## config.mk

```make
export PLATFORM = sky130hd
export DESIGN_NAME = sia_cell
export DESIGN_NICKNAME = d
export VERILOG_FILES = /design/src/rtl/shifting_indexed_array_core_assert.svh /design/src/rtl/sia_pkg.sv /design/src/rtl/sia_cell.sv
export SDC_FILE = /design/constraint.sdc
export NUM_CORES = 1
export LEC_CHECK = 0
export BUFFER_PORTS_ARGS = -buffer_cell sky130_fd_sc_hd__buf_4
export CAP_MARGIN = 10
export CORE_MARGIN = 3
export CORE_UTILIZATION = 32
export CTS_CLUSTER_DIAMETER = 60
export DETAILED_ROUTE_END_ITERATION = 12
export PLACE_DENSITY_LB_ADDON = 0.25
export SETUP_SLACK_MARGIN = 0.2
export SLEW_MARGIN = 40
export SYNTH_ARGS = -nofsm -noshare
export SYNTH_HDL_FRONTEND = slang
export SYNTH_SLANG_ARGS = --single-unit
```

## constraint.sdc

```tcl
create_clock -name clk -period 2.5 [get_ports clk]
set_input_delay 0.5 -clock clk [delete_from_list [all_inputs] [get_ports clk]]
set_output_delay 0.5 -clock clk [all_outputs]
set_load 0.005 [all_outputs]
```

## src/rtl/shifting_indexed_array_core_assert.svh

```systemverilog
// ----------------------------------------------------------------------------
// Assertion macros for the shifting indexed array core
// Each macro checks on the rising edge of clk and is disabled while arst_n is low.
// ----------------------------------------------------------------------------
`ifndef SHIFTING_INDEXED_ARRAY_CORE_ASSERT_SVH
`define SHIFTING_INDEXED_ARRAY_CORE_ASSERT_SVH

// The consequent must hold in the same cycle as the antecedent.
`define SIA_ASSERT_SAME(lbl, ante, cons, msg) \
	lbl: assert property (@(posedge clk) disable iff (!arst_n) (ante) |-> (cons)) \
		else $error(msg);

// The consequent must hold in the cycle after the antecedent.
`define SIA_ASSERT_NEXT(lbl, ante, cons, msg) \
	lbl: assert property (@(posedge clk) disable iff (!arst_n) (ante) |=> (cons)) \
		else $error(msg);

`endif

```

## src/rtl/sia_pkg.sv

```systemverilog
`timescale 1ns / 1ps
// ----------------------------------------------------------------------------
// sia_pkg
// Shared widths, codes and types of the shifting indexed array core.
// ----------------------------------------------------------------------------
package sia_pkg;

	localparam int CAPACITY_DEF = 64;

	localparam int OP_W     = 3;
	localparam int POS_W    = 7;
	localparam int WORD_W   = 32;
	localparam int STATUS_W = 2;
	localparam int FPOS_W   = 6;
	localparam int ECNT_W   = 7;

	localparam logic [OP_W-1:0] OP_INSERT = 3'd0;
	localparam logic [OP_W-1:0] OP_REMOVE = 3'd1;
	localparam logic [OP_W-1:0] OP_SEARCH = 3'd2;
	localparam logic [OP_W-1:0] OP_READ   = 3'd3;
	localparam logic [OP_W-1:0] OP_WRITE  = 3'd4;

	localparam logic [STATUS_W-1:0] STAT_OK    = 2'd0;
	localparam logic [STATUS_W-1:0] STAT_RANGE = 2'd1;
	localparam logic [STATUS_W-1:0] STAT_FULL  = 2'd2;

	typedef enum logic [2:0] {
		CMD_HOLD,
		CMD_INSERT,
		CMD_REMOVE,
		CMD_WRITE,
		CMD_ROTATE
	} cell_cmd_t;

	typedef enum logic {
		CS_IDLE,
		CS_SWEEP
	} ctrl_state_t;

	typedef struct packed {
		cell_cmd_t                 cmd;
		logic signed [WORD_W-1:0]  word;
	} cell_ctrl_t;

	typedef struct packed {
		logic [STATUS_W-1:0]       status;
		logic                      found;
		logic [FPOS_W-1:0]         found_position;
		logic signed [WORD_W-1:0]  read_word;
		logic [ECNT_W-1:0]         entry_count;
	} rsp_t;

endpackage

```

## src/rtl/sia_cell.sv

```systemverilog
`timescale 1ns / 1ps
// ----------------------------------------------------------------------------
// sia_cell
// One array slot: holds, loads, or takes the word of its lower or upper neighbor.
// ----------------------------------------------------------------------------
module sia_cell #(
	parameter int CAPACITY = sia_pkg::CAPACITY_DEF,
	parameter int IDX      = 0
) (
	input  logic                                  clk,
	input  sia_pkg::cell_ctrl_t                   ctrl,
	input  logic [$clog2(CAPACITY)-1:0]           pos,
	input  logic [$clog2(CAPACITY+1)-1:0]         count,
	input  logic signed [sia_pkg::WORD_W-1:0]     prev_word,
	input  logic signed [sia_pkg::WORD_W-1:0]     next_word,
	output logic signed [sia_pkg::WORD_W-1:0]     word
);
	import sia_pkg::*;

	localparam int CW = $clog2(CAPACITY + 1);
	localparam logic [CW-1:0] IDX_C  = CW'(IDX);
	localparam logic [CW-1:0] IDX1_C = CW'(IDX + 1);

	logic [CW-1:0]             pos_x;
	logic signed [WORD_W-1:0]  word_d;
	logic signed [WORD_W-1:0]  word_q;

	assign pos_x = CW'(pos);

	always_comb begin
		word_d = word_q;
		case (ctrl.cmd)
			CMD_INSERT: begin
				if (IDX_C == pos_x) begin
					word_d = ctrl.word;
				end else if ((IDX_C > pos_x) && (IDX_C <= count)) begin
					word_d = prev_word;
				end
			end
			CMD_REMOVE: begin
				// close the gap: every slot from the removed one up to the next-to-last entry takes its upper neighbor
				if ((IDX_C >= pos_x) && (IDX1_C < count)) begin
					word_d = next_word;
				end
			end
			CMD_WRITE: begin
				if (IDX_C == pos_x) begin
					word_d = ctrl.word;
				end
			end
			CMD_ROTATE: word_d = next_word;
			default:    word_d = word_q;
		endcase
	end

	always_ff @(posedge clk) begin
		word_q <= word_d;
	end

	assign word = word_q;

endmodule

```

==> flow_summary.ini <==
[outcome]
outcome = finished, final reports clean

[finish]
syn_to_final_growth_pct = 59.3
largest_reg_flops = 32
num_antenna_cells = 0
fin_util = 0.532
nNetsFinal = 445
final_area_um2 = 3420
drive_above_1_share = 0.485

[floorplan]
start_util = 0.334
fp.dieW_um = 87.9
fp-row-count = 29
coreArea_um2 = 6420
io_pins = 145
floorplan.die_area_um2 = 7720
fp.dieH_um = 87.9

[critical_path]
path_cells = buf_4 -> nor4_1 -> nand2_2 -> or4_1 -> nand2_2 -> buf_12
critPathCaptureType = register
crit_type = in -> reg
path_max_fanout = 16
arrival_ns = 1.84
startpoint_type = input port
max_stage_delay_ns = 0.48
worst_path_max_delay_cell = or4_1
cp_common_cell = nand2_2
worstPathRequired_ns = 2.49

[routing]
wl_per_cell_um = 16.5
m1WireLength_mm = 2.66
vias = 2151
viasPerCell = 5.26
route.met3.wl_um = 569
final_antenna_net_count = 0
wl_mm = 6.76
drtIter0Drc = 95
drc = 0
top_layer = met4
firstDrtPassIters = 4
wl_met2_mm = 3.48

[clock_network]
cts_resized = 0
htreeDepth = 2
cts_buffer_depth = 2
cts_root_buffer = clkbuf_8
clock_sinks = 32
path_clk_slew_ns = 0.08
post_cts_buffers = 0
postCtsHoldBufs = 0
cts_tree = done
cts_made_buffers = 5

[power_and_ir_drop]
leakagePower_nw = 1.69
ir_drop_v = 0.000271
p_per_area_nw_per_um2 = 409

[placed_design]
hpwl_mm = 4.98
dp_slack_ns = 0.367
gp_congestion = 0.732
place_area_um2 = 3340
port-buffer-count = 143

[synthesis]
ys_ff_latch = 32
yosysUniqueCellTypes = 12
postSynthAreaPerCell_um2 = 11.3
yosysWarningCount = 0
syn-instance-count = 190
synth-seq-area-share = 0.448
syn_nets = 303
synth_area_um2 = 2140

[sta]
slew-limit-headroom = 0.609
post-route-period-util = 0.743
tns_ns = 0
finalMaxSlewViolations = 0
tightest_slew_ns = 0.587
timing.fmax_mhz = 538
fin_ws_ns = 0.642
hold_viol_final = 0
setup_viol = 0
rsz0062_at_grt = false
period_needed_ns = 1.86

[global_routing]
grt_pass1_wl_mm = 10.2
grt_util_all_layers = 0.171
antenna_found_initial = 0
grt_overflow = 0
first_global_vias = 2164
grt_max_degree = 33

[min_path]
min_path_type = in -> reg

[job]
maxCapViolations = 0
-- stage by stage --
step                      std cells  power (mW)  hold slack [ns]
after floorplan                 190       0.796            0.694
after detailed placement        402        1.03            0.795
final                           409        1.40            0.505
after global placement          402        1.02            0.787
after global routing            409        1.48            0.491
after CTS                       409        1.41            0.500
-- cell usage in the layout (no fill, tap or decap), types with 2 or more instances in the layout --
master,count
buf_4,151
o221ai_1,32
buf_12,2
edfxtp_1,32
clkbuf_8,5
mux2i_1,64
nand2_1,34
nor4_1,2
nand2_2,2
nor2_1,2
or4_1,2
-- layout make-up --
class,instances,area [µm²]
repair buffers,153,1170
multi-input cells,140,1110
flip-flops and latches,32,961
well taps,77,96.3
clock inverters,1,5.00
fillers,593,3010
clock buffers,6,72.6
-- power by group --
group          internal, mW  leakage (nW)  switching (mW)  total, mW
Sequential            0.634         0.288         0.00859      0.642
Combinational         0.225          1.36           0.146      0.371
Clock                 0.189        0.0410           0.196      0.385
-- path summary, 6_finish.rpt --
path	start	endpoint	slack, ns	depth (start not counted)
max	pos[0]	word[31]	0.64	6
min	next_word[26]	word[26]	0.51	3
-- per-layer routing --
layer,up-vias,global-route usage
li1,1038,-
met1,1022,0.194
met3,6,0.0593
met2,85,0.307
met5,-,0
met4,0,0.0432
-- cells in the mapped netlist --
library cell / number / area [µm²]
nor2_1: 2 / 7.51
nor4_1: 2 / 12.5
mux2i_1: 64 / 641
or4_1: 2 / 15.0
and2_1: 1 / 6.26
clkbuf_1: 6 / 22.5
buf_1: 2 / 7.51
buf_2: 10 / 50.1
edfxtp_1: 32 / 961
nand2_1: 36 / 135
o221ai_1: 32 / 280
nand2b_1: 1 / 6.26
-- cell families (layout without fill, tap and decap cells) --
| logic type | count (synthesis) | after routing | share of synthesized area |
|---|---|---|---|
| flip-flops | 32 | 32 | 0.448 |
| buffers and inverters | 18 | 160 | 0.0373 |
| AO/OA/AOI/OAI | 32 | 32 | 0.131 |
| multiplexers | 64 | 64 | 0.299 |
| AND/OR/NAND/NOR | 44 | 44 | 0.0852 |
-- worst max-delay path, delay by kind of cell --
kind	cells	cell delay [ns]
buffers and inverters	2	0.28
AND/OR/NAND/NOR	4	1.05
No activity file was read; power rests on OpenSTA's default activity.
